### config.mk
export PLATFORM = sky130hd
export DESIGN_NAME = log_segment_allocator_core_flat
export DESIGN_NICKNAME = d
export VERILOG_FILES = /design/src/rtl/lsa_pkg.sv /design/src/rtl/lsa_req_if.sv /design/src/rtl/lsa_rsp_if.sv /design/src/rtl/lsa_cfg_if.sv /design/src/rtl/lsa_ctrl.sv /design/src/rtl/lsa_datapath.sv /design/src/rtl/log_segment_allocator_core.sv /design/src/flat_wrapper.sv
export SDC_FILE = /design/constraint.sdc
export NUM_CORES = 2
export LEC_CHECK = 0
export BUFFER_PORTS_ARGS = -buffer_cell sky130_fd_sc_hd__buf_2
export CORE_ASPECT_RATIO = 0.6
export CORE_MARGIN = 2
export CORE_UTILIZATION = 45
export CTS_CLUSTER_SIZE = 14
export DETAILED_ROUTE_END_ITERATION = 16
export PLACE_DENSITY = 0.62
export RECOVER_POWER = 50
export SYNTH_ARGS = -nofsm -noshare
export SYNTH_HDL_FRONTEND = slang
export SYNTH_SLANG_ARGS = --single-unit
### constraint.sdc
create_clock -name clk_i -period 11 [get_ports clk_i]
set_input_delay 1.1 -clock clk_i [delete_from_list [all_inputs] [get_ports clk_i]]
set_output_delay 1.1 -clock clk_i [all_outputs]
set_load 0.01 [all_outputs]
### src/rtl/lsa_pkg.sv
// ----------------------------------------------------------------------------
// Segment allocator package
// Types, sizes and codes shared by the segment allocator modules.
// ----------------------------------------------------------------------------
package lsa_pkg;

  localparam int SEG_COUNT = 64;
  localparam int SEG_W     = 6;
  localparam int SEG_LOG2  = 20;
  localparam int OFS_W     = 21;
  localparam int ADDR_W    = 26;
  localparam int TOTAL_W   = 21;
  localparam int CNT_W     = 7;

  localparam logic [OFS_W-1:0] SEG_BYTES = OFS_W'(1 << SEG_LOG2);

  typedef enum logic [1:0] {
    REQ_ALLOC   = 2'd0,
    REQ_FREE    = 2'd1,
    REQ_RECLAIM = 2'd2,
    REQ_REFILL  = 2'd3
  } req_e;

  typedef enum logic [1:0] {
    ST_OK         = 2'd0,
    ST_NO_RESERVE = 2'd1,
    ST_NO_SEGMENT = 2'd2,
    ST_OVERFLOW   = 2'd3
  } status_e;

  typedef struct packed {
    logic accept;
    logic exec;
    logic place;
    logic walk_rd;
    logic walk_ex;
    logic load_rsp;
  } cmd_t;

  typedef struct packed {
    logic in_reclaim;
    logic place_needed;
    logic walk_stop;
    logic rsp_free;
  } sts_t;

endpackage

### src/rtl/lsa_req_if.sv
// ----------------------------------------------------------------------------
// Request channel
// Valid/ready channel carrying one allocator request.
// ----------------------------------------------------------------------------
interface lsa_req_if;
  logic                          valid;
  logic                          ready;
  logic [1:0]                    req_type;
  logic [lsa_pkg::TOTAL_W-1:0]   total;
  logic                          cleanup;
  logic [lsa_pkg::ADDR_W-1:0]    address;

  modport source (output valid, req_type, total, cleanup, address, input ready);
  modport sink   (input valid, req_type, total, cleanup, address, output ready);
endinterface

### src/rtl/lsa_rsp_if.sv
// ----------------------------------------------------------------------------
// Response channel
// Valid/ready channel carrying one allocator result.
// ----------------------------------------------------------------------------
interface lsa_rsp_if;
  logic                        valid;
  logic                        ready;
  logic [1:0]                  status;
  logic [lsa_pkg::ADDR_W-1:0]  item_address;
  logic [lsa_pkg::CNT_W-1:0]   reclaimed_count;
  logic                        reserve_valid;

  modport source (output valid, status, item_address, reclaimed_count, reserve_valid,
                  input ready);
  modport sink   (input valid, status, item_address, reclaimed_count, reserve_valid,
                  output ready);
endinterface

### src/rtl/lsa_cfg_if.sv
// ----------------------------------------------------------------------------
// Configuration channel
// Valid/ready write channel for the segment limit register.
// ----------------------------------------------------------------------------
interface lsa_cfg_if;
  logic                       valid;
  logic                       ready;
  logic [lsa_pkg::CNT_W-1:0]  max_segments;

  modport source (output valid, max_segments, input ready);
  modport sink   (input valid, max_segments, output ready);
endinterface

### src/rtl/lsa_ctrl.sv
// ----------------------------------------------------------------------------
// Segment allocator controller
// Sequences accept, execute, placement, log walk and response steps.
// ----------------------------------------------------------------------------
module lsa_ctrl (
  input  logic          clk_i,
  input  logic          rst_ni,
  input  logic          in_valid_i,
  output logic          in_ready_o,
  input  lsa_pkg::sts_t sts_i,
  output lsa_pkg::cmd_t cmd_o
);
  import lsa_pkg::*;

  typedef enum logic [5:0] {
    S_IDLE    = 6'b000001,
    S_EXEC    = 6'b000010,
    S_PLACE   = 6'b000100,
    S_WALK_RD = 6'b001000,
    S_WALK_EX = 6'b010000,
    S_RESP    = 6'b100000
  } state_e;

  state_e state_q, state_d;

  always_comb begin
    state_d = state_q;
    unique case (state_q)
      S_IDLE: begin
        if (in_valid_i) begin
          state_d = sts_i.in_reclaim ? S_WALK_RD : S_EXEC;
        end
      end
      S_EXEC:    state_d = sts_i.place_needed ? S_PLACE : S_RESP;
      S_PLACE:   state_d = S_RESP;
      S_WALK_RD: state_d = sts_i.walk_stop ? S_RESP : S_WALK_EX;
      S_WALK_EX: state_d = S_WALK_RD;
      S_RESP: begin
        if (sts_i.rsp_free) begin
          state_d = S_IDLE;
        end
      end
      default:   state_d = S_IDLE;
    endcase
  end

  always_ff @(posedge clk_i or negedge rst_ni) begin
    if (!rst_ni) begin
      state_q <= S_IDLE;
    end else begin
      state_q <= state_d;
    end
  end

  assign in_ready_o       = (state_q == S_IDLE);
  assign cmd_o.accept     = (state_q == S_IDLE) && in_valid_i;
  assign cmd_o.exec       = (state_q == S_EXEC);
  assign cmd_o.place      = (state_q == S_PLACE);
  assign cmd_o.walk_rd    = (state_q == S_WALK_RD);
  assign cmd_o.walk_ex    = (state_q == S_WALK_EX);
  assign cmd_o.load_rsp   = (state_q == S_RESP) && sts_i.rsp_free;

endmodule

### src/rtl/lsa_datapath.sv
// ----------------------------------------------------------------------------
// Segment allocator datapath
// Segment tables, free stack, log links, allocation arithmetic and result.
// ----------------------------------------------------------------------------
module lsa_datapath (
  input  logic                         clk_i,
  input  logic                         rst_ni,
  input  lsa_pkg::cmd_t                cmd_i,
  output lsa_pkg::sts_t                sts_o,
  input  logic [1:0]                   in_req_type_i,
  input  logic [lsa_pkg::TOTAL_W-1:0]  in_total_i,
  input  logic                         in_cleanup_i,
  input  logic [lsa_pkg::ADDR_W-1:0]   in_address_i,
  input  logic                         cfg_we_i,
  input  logic [lsa_pkg::CNT_W-1:0]    cfg_data_i,
  input  logic                         out_ready_i,
  output logic                         out_valid_o,
  output logic [1:0]                   out_status_o,
  output logic [lsa_pkg::ADDR_W-1:0]   out_item_address_o,
  output logic [lsa_pkg::CNT_W-1:0]    out_reclaimed_count_o,
  output logic                         out_reserve_valid_o
);
  import lsa_pkg::*;

  function automatic logic [OFS_W:0] sat_add(input logic [OFS_W-1:0] a,
                                             input logic [OFS_W-1:0] b);
    logic [OFS_W:0] s;
    s = {1'b0, a} + {1'b0, b};
    if (s > {1'b0, SEG_BYTES}) begin
      sat_add = {1'b1, SEG_BYTES};
    end else begin
      sat_add = {1'b0, s[OFS_W-1:0]};
    end
  endfunction

  logic [OFS_W-1:0] fill_mem   [SEG_COUNT];
  logic [OFS_W-1:0] freed_mem  [SEG_COUNT];
  logic [SEG_W-1:0] next_mem   [SEG_COUNT];
  logic [SEG_W-1:0] stack_mem  [SEG_COUNT];

  logic [CNT_W-1:0]   max_seg_q;
  logic [1:0]         req_q;
  logic [TOTAL_W-1:0] total_q;
  logic               cleanup_q;
  logic [SEG_W-1:0]   seg_q;
  logic [SEG_W-1:0]   cur_q, cur_d, head_q, head_d, resv_q, resv_d;
  logic               held_q, held_d;
  logic [CNT_W-1:0]   top_q, top_d, fresh_q, fresh_d;
  logic [SEG_COUNT-1:0] inact_q, inact_d;
  logic [SEG_W-1:0]   ns_q, ns_d, h_q, h_d, prev_q, prev_d;
  logic               took_q, took_d, have_prev_q, have_prev_d;
  logic [CNT_W-1:0]   steps_q, steps_d;
  logic [1:0]         st_q, st_d;
  logic [ADDR_W-1:0]  item_q, item_d;
  logic [CNT_W-1:0]   recl_q, recl_d;
  logic               out_valid_q;
  logic [1:0]         out_st_q;
  logic [ADDR_W-1:0]  out_item_q;
  logic [CNT_W-1:0]   out_recl_q;
  logic               out_held_q;

  logic               fill_we, freed_we, next_we, stack_we;
  logic [SEG_W-1:0]   fill_wa, freed_wa, next_wa, stack_wa;
  logic [OFS_W-1:0]   fill_wd, freed_wd;
  logic [SEG_W-1:0]   next_wd, stack_wd;
  logic [SEG_W-1:0]   fill_ra, freed_ra, stack_ra;
  logic [OFS_W-1:0]   fill_rq, freed_rq, fill_rd, freed_rd;
  logic [SEG_W-1:0]   next_rd, stack_rd;
  logic               fill_init0_q, freed_init0_q, fill_z_q, freed_z_q;

  logic [CNT_W-1:0]   limit;
  logic               pop, fresh_ok, pool_ok;
  logic [SEG_W-1:0]   pool_ns;
  logic [OFS_W-1:0]   avail;
  logic [OFS_W:0]     sum_av, sum_fr;
  logic               fits;
  logic               place_needed;

  assign fill_ra  = cur_q;
  assign freed_ra = cmd_i.walk_rd ? h_q :
                    ((in_req_type_i == REQ_FREE) ? in_address_i[ADDR_W-1:SEG_LOG2] : cur_q);
  assign stack_ra = SEG_W'(top_q - CNT_W'(1));

  always_ff @(posedge clk_i) begin
    if (fill_we)  fill_mem[fill_wa]   <= fill_wd;
    if (freed_we) freed_mem[freed_wa] <= freed_wd;
    if (next_we)  next_mem[next_wa]   <= next_wd;
    if (stack_we) stack_mem[stack_wa] <= stack_wd;
    fill_rq  <= fill_mem[fill_ra];
    freed_rq <= freed_mem[freed_ra];
    next_rd  <= next_mem[h_q];
    stack_rd <= stack_mem[stack_ra];
  end

  always_ff @(posedge clk_i or negedge rst_ni) begin
    if (!rst_ni) begin
      fill_init0_q  <= 1'b0;
      freed_init0_q <= 1'b0;
      fill_z_q      <= 1'b1;
      freed_z_q     <= 1'b1;
    end else begin
      if (fill_we && fill_wa == '0)   fill_init0_q  <= 1'b1;
      if (freed_we && freed_wa == '0) freed_init0_q <= 1'b1;
      fill_z_q  <= (fill_ra == '0) && !fill_init0_q;
      freed_z_q <= (freed_ra == '0) && !freed_init0_q;
    end
  end

  assign fill_rd  = fill_z_q  ? '0 : fill_rq;
  assign freed_rd = freed_z_q ? '0 : freed_rq;

  assign limit    = (max_seg_q > CNT_W'(SEG_COUNT)) ? CNT_W'(SEG_COUNT) : max_seg_q;
  assign pop      = (top_q != '0);
  assign fresh_ok = (fresh_q < limit);
  assign pool_ok  = pop || fresh_ok;
  assign pool_ns  = pop ? stack_rd : fresh_q[SEG_W-1:0];
  assign avail    = SEG_BYTES - fill_rd;
  assign fits     = (avail != '0) && (avail >= total_q);
  assign sum_av   = sat_add(freed_rd, avail);
  assign sum_fr   = sat_add(freed_rd, total_q);

  always_comb begin
    cur_d = cur_q;  head_d = head_q;  resv_d = resv_q;  held_d = held_q;
    top_d = top_q;  fresh_d = fresh_q; inact_d = inact_q;
    ns_d = ns_q;  h_d = h_q;  prev_d = prev_q;  took_d = took_q;
    have_prev_d = have_prev_q;  steps_d = steps_q;
    st_d = st_q;  item_d = item_q;  recl_d = recl_q;
    fill_we = 1'b0;  fill_wa = cur_q;  fill_wd = '0;
    freed_we = 1'b0; freed_wa = cur_q; freed_wd = '0;
    next_we = 1'b0;  next_wa = cur_q;  next_wd = '0;
    stack_we = 1'b0; stack_wa = top_q[SEG_W-1:0]; stack_wd = h_q;
    place_needed = 1'b0;

    if (cmd_i.accept) begin
      st_d = ST_OK;  item_d = '0;  recl_d = '0;
      h_d = head_q;  steps_d = '0;  have_prev_d = 1'b0;
    end

    if (cmd_i.exec) begin
      case (req_q)
        REQ_ALLOC: begin
          if (total_q > SEG_BYTES) begin
            st_d = ST_NO_SEGMENT;
          end else if (!held_q && !cleanup_q) begin
            st_d = ST_NO_RESERVE;
          end else if (fits) begin
            item_d  = {cur_q, fill_rd[SEG_LOG2-1:0]};
            fill_we = 1'b1;
            fill_wd = fill_rd + total_q;
          end else begin
            if (avail != '0) begin
              fill_we  = 1'b1;
              fill_wd  = SEG_BYTES;
              freed_we = 1'b1;
              freed_wd = sum_av[OFS_W-1:0];
            end
            if (pool_ok || (cleanup_q && held_q)) begin
              if (pool_ok) begin
                ns_d   = pool_ns;
                took_d = 1'b1;
                if (pop) top_d = top_q - CNT_W'(1);
                else     fresh_d = fresh_q + CNT_W'(1);
              end else begin
                ns_d   = resv_q;
                took_d = 1'b0;
                held_d = 1'b0;
              end
              next_we = 1'b1;
              next_wd = ns_d;
              inact_d[cur_q] = 1'b1;
              if (pool_ok) inact_d[ns_d] = 1'b0;
              cur_d  = ns_d;
              item_d = {ns_d, {SEG_LOG2{1'b0}}};
              place_needed = 1'b1;
            end else begin
              st_d = ST_NO_SEGMENT;
            end
          end
        end
        REQ_FREE: begin
          if ({1'b0, seg_q} >= fresh_q) begin
            st_d = ST_NO_SEGMENT;
          end else begin
            freed_we = 1'b1;
            freed_wa = seg_q;
            freed_wd = sum_fr[OFS_W-1:0];
            if (sum_fr[OFS_W]) st_d = ST_OVERFLOW;
          end
        end
        REQ_REFILL: begin
          if (!held_q) begin
            if (pool_ok) begin
              if (pop) top_d = top_q - CNT_W'(1);
              else     fresh_d = fresh_q + CNT_W'(1);
              fill_we  = 1'b1;  fill_wa  = pool_ns;
              freed_we = 1'b1;  freed_wa = pool_ns;
              inact_d[pool_ns] = 1'b0;
              resv_d = pool_ns;
              held_d = 1'b1;
            end else begin
              st_d = ST_NO_SEGMENT;
            end
          end
        end
        default: ;
      endcase
    end

    if (cmd_i.place) begin
      fill_we = 1'b1;
      fill_wa = ns_q;
      fill_wd = total_q;
      if (took_q) begin
        freed_we = 1'b1;
        freed_wa = ns_q;
      end
    end

    if (cmd_i.walk_ex) begin
      if (freed_rd == SEG_BYTES) begin
        if (!have_prev_q) begin
          head_d = next_rd;
        end else begin
          next_we = 1'b1;
          next_wa = prev_q;
          next_wd = next_rd;
        end
        fill_we = 1'b1;
        fill_wa = h_q;
        if (top_q < CNT_W'(SEG_COUNT)) begin
          stack_we = 1'b1;
          top_d = top_q + CNT_W'(1);
        end
        recl_d = recl_q + CNT_W'(1);
      end else begin
        prev_d = h_q;
        have_prev_d = 1'b1;
      end
      h_d = next_rd;
      steps_d = steps_q + CNT_W'(1);
    end
  end

  always_ff @(posedge clk_i) begin
    if (cmd_i.accept) begin
      req_q     <= in_req_type_i;
      total_q   <= in_total_i;
      cleanup_q <= in_cleanup_i;
      seg_q     <= in_address_i[ADDR_W-1:SEG_LOG2];
    end
    ns_q <= ns_d;  h_q <= h_d;  prev_q <= prev_d;  took_q <= took_d;
    have_prev_q <= have_prev_d;  steps_q <= steps_d;
    st_q <= st_d;  item_q <= item_d;  recl_q <= recl_d;
    if (cmd_i.load_rsp) begin
      out_st_q   <= st_q;
      out_item_q <= item_q;
      out_recl_q <= recl_q;
      out_held_q <= held_q;
    end
  end

  always_ff @(posedge clk_i or negedge rst_ni) begin
    if (!rst_ni) begin
      max_seg_q   <= CNT_W'(SEG_COUNT);
      cur_q       <= '0;
      head_q      <= '0;
      resv_q      <= '0;
      held_q      <= 1'b0;
      top_q       <= '0;
      fresh_q     <= CNT_W'(1);
      inact_q     <= '0;
      out_valid_q <= 1'b0;
    end else begin
      if (cfg_we_i) max_seg_q <= cfg_data_i;
      cur_q   <= cur_d;
      head_q  <= head_d;
      resv_q  <= resv_d;
      held_q  <= held_d;
      top_q   <= top_d;
      fresh_q <= fresh_d;
      inact_q <= inact_d;
      if (cmd_i.load_rsp)  out_valid_q <= 1'b1;
      else if (out_ready_i) out_valid_q <= 1'b0;
    end
  end

  assign sts_o.place_needed = place_needed;
  assign sts_o.in_reclaim = (in_req_type_i == REQ_RECLAIM);
  assign sts_o.walk_stop  = (h_q == cur_q) || !inact_q[h_q] ||
                            (steps_q == CNT_W'(SEG_COUNT));
  assign sts_o.rsp_free   = !out_valid_q || out_ready_i;

  assign out_valid_o           = out_valid_q;
  assign out_status_o          = out_st_q;
  assign out_item_address_o    = out_item_q;
  assign out_reclaimed_count_o = out_recl_q;
  assign out_reserve_valid_o   = out_held_q;

  a_top_bound: assert property (@(posedge clk_i) disable iff (!rst_ni)
    top_q <= CNT_W'(SEG_COUNT)) else $error("free stack depth out of range");
  a_fresh_bound: assert property (@(posedge clk_i) disable iff (!rst_ni)
    fresh_q >= CNT_W'(1) && fresh_q <= CNT_W'(SEG_COUNT))
    else $error("fresh segment count out of range");
  a_resv_not_cur: assert property (@(posedge clk_i) disable iff (!rst_ni)
    held_q |-> resv_q != cur_q) else $error("reserve segment is the current segment");

endmodule

### src/rtl/log_segment_allocator_core.sv
// ----------------------------------------------------------------------------
// Log segment allocator core
// Log-structured allocator over fixed-size segments with a free stack.
// ----------------------------------------------------------------------------
// Requests arrive on req_i and each one produces exactly one transaction on
// rsp_o. The segment limit is written on cfg_i, which is always ready. The user
// must see that it is only written while the block is idle; the block itself
// does not enforce this. A request is taken only when the block is idle.
// Free and refill pass through an execute step before the result is loaded;
// an alloc adds a placement step after execution when it opens a new segment.
// A reclaim walks the log with one read step and one update step per segment
// of the walk.
// The result sits in an output register, so a new request is accepted while
// an earlier result still waits; if the receiver stalls, the next result is
// held back until the output register drains.
// Reset brings segment zero into use as the current segment, empties the
// free stack, drops the reserve and sets the segment limit to 64.
// ----------------------------------------------------------------------------
module log_segment_allocator_core (
  input  logic    clk_i,
  input  logic    rst_ni,
  lsa_cfg_if.sink cfg_i,
  lsa_req_if.sink req_i,
  lsa_rsp_if.source rsp_o
);
  import lsa_pkg::*;

  cmd_t cmd;
  sts_t sts;

  assign cfg_i.ready = 1'b1;

  lsa_ctrl u_ctrl (
    .clk_i      (clk_i),
    .rst_ni     (rst_ni),
    .in_valid_i (req_i.valid),
    .in_ready_o (req_i.ready),
    .sts_i      (sts),
    .cmd_o      (cmd)
  );

  lsa_datapath u_datapath (
    .clk_i                 (clk_i),
    .rst_ni                (rst_ni),
    .cmd_i                 (cmd),
    .sts_o                 (sts),
    .in_req_type_i         (req_i.req_type),
    .in_total_i            (req_i.total),
    .in_cleanup_i          (req_i.cleanup),
    .in_address_i          (req_i.address),
    .cfg_we_i              (cfg_i.valid),
    .cfg_data_i            (cfg_i.max_segments),
    .out_ready_i           (rsp_o.ready),
    .out_valid_o           (rsp_o.valid),
    .out_status_o          (rsp_o.status),
    .out_item_address_o    (rsp_o.item_address),
    .out_reclaimed_count_o (rsp_o.reclaimed_count),
    .out_reserve_valid_o   (rsp_o.reserve_valid)
  );

endmodule
### src/flat_wrapper.sv
// flat-port wrapper written by rule: the top's interface ports become plain ports
module log_segment_allocator_core_flat import lsa_pkg::*;
  (clk_i, rst_ni, cfg_i_valid, cfg_i_max_segments, cfg_i_ready, req_i_valid, req_i_req_type, req_i_total, req_i_cleanup, req_i_address, req_i_ready, rsp_o_valid, rsp_o_status, rsp_o_item_address, rsp_o_reclaimed_count, rsp_o_reserve_valid, rsp_o_ready);
  lsa_cfg_if cfg_i_i ();
  lsa_req_if req_i_i ();
  lsa_rsp_if rsp_o_i ();
  input  logic clk_i;
  input  logic rst_ni;
  input wire logic [$bits(cfg_i_i.valid)-1:0] cfg_i_valid;
  input wire logic [$bits(cfg_i_i.max_segments)-1:0] cfg_i_max_segments;
  output wire logic [$bits(cfg_i_i.ready)-1:0] cfg_i_ready;
  input wire logic [$bits(req_i_i.valid)-1:0] req_i_valid;
  input wire logic [$bits(req_i_i.req_type)-1:0] req_i_req_type;
  input wire logic [$bits(req_i_i.total)-1:0] req_i_total;
  input wire logic [$bits(req_i_i.cleanup)-1:0] req_i_cleanup;
  input wire logic [$bits(req_i_i.address)-1:0] req_i_address;
  output wire logic [$bits(req_i_i.ready)-1:0] req_i_ready;
  output wire logic [$bits(rsp_o_i.valid)-1:0] rsp_o_valid;
  output wire logic [$bits(rsp_o_i.status)-1:0] rsp_o_status;
  output wire logic [$bits(rsp_o_i.item_address)-1:0] rsp_o_item_address;
  output wire logic [$bits(rsp_o_i.reclaimed_count)-1:0] rsp_o_reclaimed_count;
  output wire logic [$bits(rsp_o_i.reserve_valid)-1:0] rsp_o_reserve_valid;
  input wire logic [$bits(rsp_o_i.ready)-1:0] rsp_o_ready;
  assign cfg_i_i.valid = cfg_i_valid;
  assign cfg_i_i.max_segments = cfg_i_max_segments;
  assign cfg_i_ready = cfg_i_i.ready;
  assign req_i_i.valid = req_i_valid;
  assign req_i_i.req_type = req_i_req_type;
  assign req_i_i.total = req_i_total;
  assign req_i_i.cleanup = req_i_cleanup;
  assign req_i_i.address = req_i_address;
  assign req_i_ready = req_i_i.ready;
  assign rsp_o_valid = rsp_o_i.valid;
  assign rsp_o_status = rsp_o_i.status;
  assign rsp_o_item_address = rsp_o_i.item_address;
  assign rsp_o_reclaimed_count = rsp_o_i.reclaimed_count;
  assign rsp_o_reserve_valid = rsp_o_i.reserve_valid;
  assign rsp_o_i.ready = rsp_o_ready;
  log_segment_allocator_core u_core (.clk_i(clk_i), .rst_ni(rst_ni), .cfg_i(cfg_i_i), .req_i(req_i_i), .rsp_o(rsp_o_i));
endmodule
# == Word-level counts from Yosys, hierarchy flattened ==
# Memory sizes are Yosys's and may differ from the RTL's. A register that Yosys moved wholly into a read port is not among the register bits.
# Index checks and enable logic that the tools add are counted.
# word_totals
regBits,243
ram_bits,3456
input_bits,62
out_inout_bits,39
word_cells,304
mem_count,4
# classes
add_sub_neg,9
n_lt_le_gt_ge,15
n_eq_ne,22
muxes,171
bitwise,11
n_reduce_logical,41
# mem_list
memory,words,word_bits,rd,rd_clocked_by_memory_dff,wr,line,source
u_core.u_datapath.fill_mem,64,21,1,1,1,lsa_datapath.sv:36,logic [OFS_W-1:0] fill_mem [SEG_COUNT];
u_core.u_datapath.freed_mem,64,21,1,1,1,lsa_datapath.sv:37,logic [OFS_W-1:0] freed_mem [SEG_COUNT];
u_core.u_datapath.next_mem,64,6,1,1,1,lsa_datapath.sv:38,logic [SEG_W-1:0] next_mem [SEG_COUNT];
u_core.u_datapath.stack_mem,64,6,1,1,1,lsa_datapath.sv:39,logic [SEG_W-1:0] stack_mem [SEG_COUNT];
# op_table
cell,count
2-to-1 mux 64 bit,7
2-to-1 mux 21 bit,16
2-to-1 mux 6 bit,39
2-to-1 mux 26 bit,7
2-to-1 mux 7 bit,24
bitwise AND 64 bit,2
inverter 64 bit,2
case mux 64 bit (2 select lines),1
bitwise OR 64 bit,1
2-to-1 mux 1 bit,52
adder 21 x 21 -> 22 bit,2
greater-than comparator 22 x 21 -> 1 bit (second input constant),2
case mux 21 bit (2 select lines),1
case mux 6 bit (6 select lines),1
adder 7 x 1 -> 7 bit (second input constant),4
< comparator 6 x 7 -> 1 bit (second input constant),4
case mux 7 bit (2 select lines),2
logical NOT 6 bit,4
2-to-1 mux 22 bit,1
adder 21 bit,1
equality test 21 bit (second input constant),1
>= comparator 21 bit,1
greater-than comparator 21 bit (second input constant),1
nonzero test 21 bit,1
other kinds (38),92

# == Longest topological paths before layout ==
# depth
ltp_word,23
depth_mapped,26

# == By module ==
# A second synthesis with hierarchy kept.
# unflattened
hier_cells,8482
area_unflattened_um2,148942.8
# modules_own_cells
module,n_inst,cells_per_inst,area_per_inst_um2
lsa_datapath,1,8442,148577.5
lsa_ctrl,1,38,354.1
log_segment_allocator_core,1,2,11.3

# == Worst setup path after synthesis ==
# Ideal clock, no wire load.
# synth_timing
path_kind,reg2reg
from,reg u_core.u_datapath.fill_z_q
to,"mem u_core.u_datapath.next_mem[0][4], data pin"
arrival_time_ns,7.357
required_time_ns,10.298
slack_ns,2.941
path_stages_with_launch,24
n_path_buf,7
synth_period_minus_slack_ns,8.059
path_cell_list,dfstp_2 -> clkbuf_1 -> clkbuf_1 -> nor2b_1 -> inv_1 -> ha_1 -> buf_2 -> or4b_1 -> buf_2 -> a2111oi_1 -> o32a_1 -> buf_4 -> ha_1 -> a21o_1 -> a21o_1 -> a21oi_1 -> o211ai_1 -> a31oi_1 -> o31a_1 -> nor2_2 -> or3_1 -> buf_2 -> clkbuf_1 -> o21ai_0
# synth_via
elab_chain_cells,12
elab_cells_between_ends,13
classes_between,1 x add/sub; 1 x order compare; 9 x mux; 2 x reduce/logical
# synth_lines
element,line,source
from (decl),lsa_datapath.sv:69,"logic fill_init0_q, freed_init0_q, fill_z_q, freed_z_q;"
from (signal assigned),lsa_datapath.sv:104,fill_z_q <= (fill_ra == '0) && !fill_init0_q;
2-to-1 mux 21 bit (*),lsa_datapath.sv:109,assign fill_rd = fill_z_q ? '0 : fill_rq;
subtractor 21 bit (*),lsa_datapath.sv:117,assign avail = SEG_BYTES - fill_rd;
>= comparator 21 bit / nonzero test 21 bit (equally long branches),lsa_datapath.sv:118,assign fits = (avail != '0) && (avail >= total_q);
logical AND 1 bit (*),lsa_datapath.sv:118,
2-to-1 mux 6 bit (*),lsa_datapath.sv:146,end else if (fits) begin
2-to-1 mux 6 bit (*),lsa_datapath.sv:144,end else if (!held_q && !cleanup_q) begin
2-to-1 mux 6 bit (*),lsa_datapath.sv:142,if (total_q > SEG_BYTES) begin
2-to-1 mux 6 bit (*),lsa_datapath.sv:140,case (req_q)
2-to-1 mux 6 bit (*),lsa_datapath.sv:139,if (cmd_i.exec) begin
2-to-1 mux 6 bit,lsa_datapath.sv:221,if (!have_prev_q) begin
2-to-1 mux 6 bit,lsa_datapath.sv:220,if (freed_rd == SEG_BYTES) begin
2-to-1 mux 6 bit (*),lsa_datapath.sv:219,if (cmd_i.walk_ex) begin
via u_core.u_datapath.next_wd[4],lsa_datapath.sv:65,"logic [SEG_W-1:0] next_wd, stack_wd;"
to (decl),lsa_datapath.sv:38,
# The timed path passes the listed nets; every way through them passes the cells marked *.

==> impl_metrics.py <==
metrics = {
    "clocking": {
        "root_buffer": "clkbuf_16",
        "htree_levels": 5,
        "clk_pin_slew_ns": 0.06,
        "cts_buffers": 345,
        "clk-insertion-delay-late_ns": 0.93,
        "cts_hold_buf": 0,
        "cts.sinks": 3753,
        "clk_path_buf_depth": 4,
        "postCtsSetupRepairBufs": 0,
        "ctsResizeCount": 0,
        "cts_tree": "built",
    },
    "status": {
        "outcome": "complete, but fails checks",
        "violations": "max-capacitance violations, max-slew violations",
    },
    "die": {
        "rows": 163,
        "dieWidth_microns": 746,
        "io_pins": 101,
        "die_area_sq_um": 335000,
        "core_area_sq_um": 329000,
        "start_util": 0.452,
        "die_h_microns": 449,
    },
    "global_route": {
        "grt_max_degree": 155,
        "grt_pass1_wl_microns": 597000,
        "gr-total-overflow": 0,
        "grt_pass1_vias": 79900,
        "antenna_found_initial": 42,
        "grt_usage": 0.245,
    },
    "worst_setup_path": {
        "slowest_stage": "clkbuf_1",
        "endpoint_kind": "flop",
        "path_common_cell": "clkbuf_1",
        "ff2ff_path_depth": 9,
        "start_kind": "flop",
        "cp.arrival_ns": 10.30,
        "crit_type": "reg -> reg",
        "cp.depth": 9,
        "cp_top_family": "buffers and inverters",
        "crit_path_max_incr_delay_ns": 2.34,
        "path_max_fanout": 46,
        "path_cells": "inv_1, nor2_4, clkbuf_1, clkbuf_1, clkbuf_1, a22oi_1, a31oi_1, a21oi_1, nand4_1",
        "required_ns": 11.82,
        "cp.buffers_inverters": 4,
    },
    "route": {
        "drc": 0,
        "drt-met1-wl_microns": 185000,
        "drt_pass1_iterations": 9,
        "detail-route-antenna-nets": 0,
        "dr_total_vias": 84500,
        "viasPerCell": 6.40,
        "route.met3.wl_microns": 53700,
        "top_layer": "met5",
        "wl_microns": 422000,
        "wl_per_cell_microns": 32.0,
        "wl_met2_microns": 175000,
        "drt_iter0_drc": 12700,
    },
    "sta": {
        "rsz0062_at_grt": "false",
        "min_period_over_period": 0.862,
        "worstMarginPinSlew_ns": 4.34,
        "slew_violations": 3594,
        "relSlewSlack": -1.89,
        "setup_tns_ns": 0,
        "timing.fmax_mhz": 106,
        "setup_viol": 0,
        "fin_skew_ns": 0.0703,
        "hold_violations": 0,
        "min_period_ns": 9.48,
    },
    "synth": {
        "synth_edf_count": 3548,
        "synthTopCellsByArea": "edfxtp_1, mux4_2, a22oi_1",
        "yosys.cell_types.count": 108,
        "avgSynthCellArea_sq_um": 17.8,
        "synth_warnings": 0,
        "synthFlopType": "edfxtp_1",
        "syn-cell-area_sq_um": 149000,
        "yosys.area.top_type": "edfxtp_1",
        "syn-num-nets": 8498,
        "ys_seq_area_frac": 0.748,
        "synthCells": 8332,
        "async_flop_share": 0.0306,
        "synth_seq_cells": 3753,
        "synth_top_area_share": 0.716,
    },
    "placement": {
        "gp_congestion": 0.904,
        "io_buffers": 79,
        "dp_hpwl_microns": 256000,
        "place_area_sq_um": 156000,
    },
    "power_and_ir_drop": {
        "finalPower_mw": 35.6,
        "cellLeakagePower_nw": 59.1,
        "powerDensity_nw_per_um2": 214,
        "ir_drop_mv": 0.264,
    },
    "hold_path": {
        "worstHoldPathCells": 1,
        "hold_class": "in -> reg",
    },
    "layout": {
        "nets": 8715,
        "post-route-util": 0.504,
        "area_delta_synth_final_pct": 11.5,
        "fin_area_sq_um": 166000,
        "drive_gt1_frac": 0.166,
    },
    "run": {
        "cap_viol_max_count": 106,
    },
}
[synth_stat cells (all sizes together) (90+ instances only)]
master and count:
nand2 437, a211oi 124, clkbuf 329, a31oi 229, dfxtp 90, nor2 394, a22o 142, ha 101
nand3 120, o21ai 193, a21oi 238, a22oi 451, mux4 579, dfrtp 110, a221oi 116, edfxtp 3548
nor2b 118, mux2i 128, buf 150
[layout by cell type (no fill, tap or decap), drive strengths merged, types with 23 or more instances in the layout]
master and instances:
a31oi 229, a21oi 238, dfrtp 110, and3 23
mux2i 128, a21o 35, buf 214, inv 90
edfxtp 3548, clkbuf 596, ha 101, a311oi 39
a221oi 116, xor2 41, nand4 88, o21ai 193
clkinv 119, xnor2 49, o22ai 23, a211oi 124
nand3 120, dfxtp 90, nor2b 118, or3 27
nand2 437, a22oi 451, nor2 394, nor4 24
a22o 142, nor3 49, mux4 579
[sequential cells by signal (all words and copies together) (netlist names), 21 cells and up]
| name | flops |
|---|---|
| u_core.u_datapath.total_q | 21 |
| u_core.u_datapath.fill_mem | 1344 |
| u_core.u_datapath.freed_mem | 1344 |
| u_core.u_datapath.out_item_address_o | 26 |
| u_core.u_datapath.freed_rq | 21 |
| u_core.u_datapath.item_q | 26 |
| u_core.u_datapath.next_mem | 384 |
| u_core.u_datapath.inact_q | 64 |
| u_core.u_datapath.stack_mem | 384 |
| u_core.u_datapath.fill_rq | 21 |
[report_power, final]
part           switching [mW]  internal (mW)  leakage (nW)
clock                    5.24           6.29          5.14
combinational            5.49           2.47          12.1
sequential              0.298           15.8          41.8
total                    11.0           24.5          59.1
[final timing paths]
check                                        startpoint                                        to  slack (ns)
max                          u_core.u_datapath.cur_q[2]              u_core.u_datapath.fill_rq[5]        1.52
min                                     req_i_total[18]             u_core.u_datapath.total_q[18]        0.35
max reg2reg                  u_core.u_datapath.cur_q[2]              u_core.u_datapath.fill_rq[5]        1.52
min reg2reg                u_core.u_datapath.item_q[16]  u_core.u_datapath.out_item_address_o[16]        0.43
max in group asynchronous                        rst_ni            u_core.u_datapath.fill_init0_q        4.61
min in group asynchronous                        rst_ni             u_core.u_datapath.out_valid_o        1.67
[metal layers]
metal,track usage,up-vias
met5,0,-
met4,0.0480,12
met3,0.0678,585
met2,0.334,5054
met1,0.392,44200
li1,-,34600
[worst reg2reg max path, stage by stage, from the launching register on]
cell	delay [ns]
dfrtp_1	1.02
inv_1	0.55
nor2_4	0.21
clkbuf_1	2.32
clkbuf_1	1.40
clkbuf_1	2.35
a22oi_1	0.42
a31oi_1	0.69
a21oi_1	0.22
nand4_1	0.22
[cell type report]
cell class | instances | area (sq um)
clock inverter | 149 | 1210
multi-input combinational | 4023 | 36100
fill | 26500 | 163000
clock buffer | 461 | 9310
inverter | 77 | 289
timing repair buffer | 349 | 2210
sequential | 3753 | 111000
tap | 4372 | 5470
antenna | 11 | 27.5
[stage by stage]
stage,worst slack [ns],std cells,hold slack [ns]
after global routing,1.27,13200,0.316
after CTS,2.76,13200,0.158
after floorplan,2.94,8332,0.370
final,1.52,13200,0.348
after detailed placement,2.83,12600,0.417
after global placement,2.94,12600,0.414
[logic make-up after synthesis]
| logic type | share of synthesized area |
|---|---|
| flops | 0.748 |
| compound gates | 0.0815 |
| simple gates | 0.0436 |
| mux | 0.0978 |
| buf+inv | 0.0147 |
| fa+ha+maj | 0.00904 |
| xor+xnor | 0.00535 |
| other cells | 0.0000252 |
(Power assumes the default switching activity.)
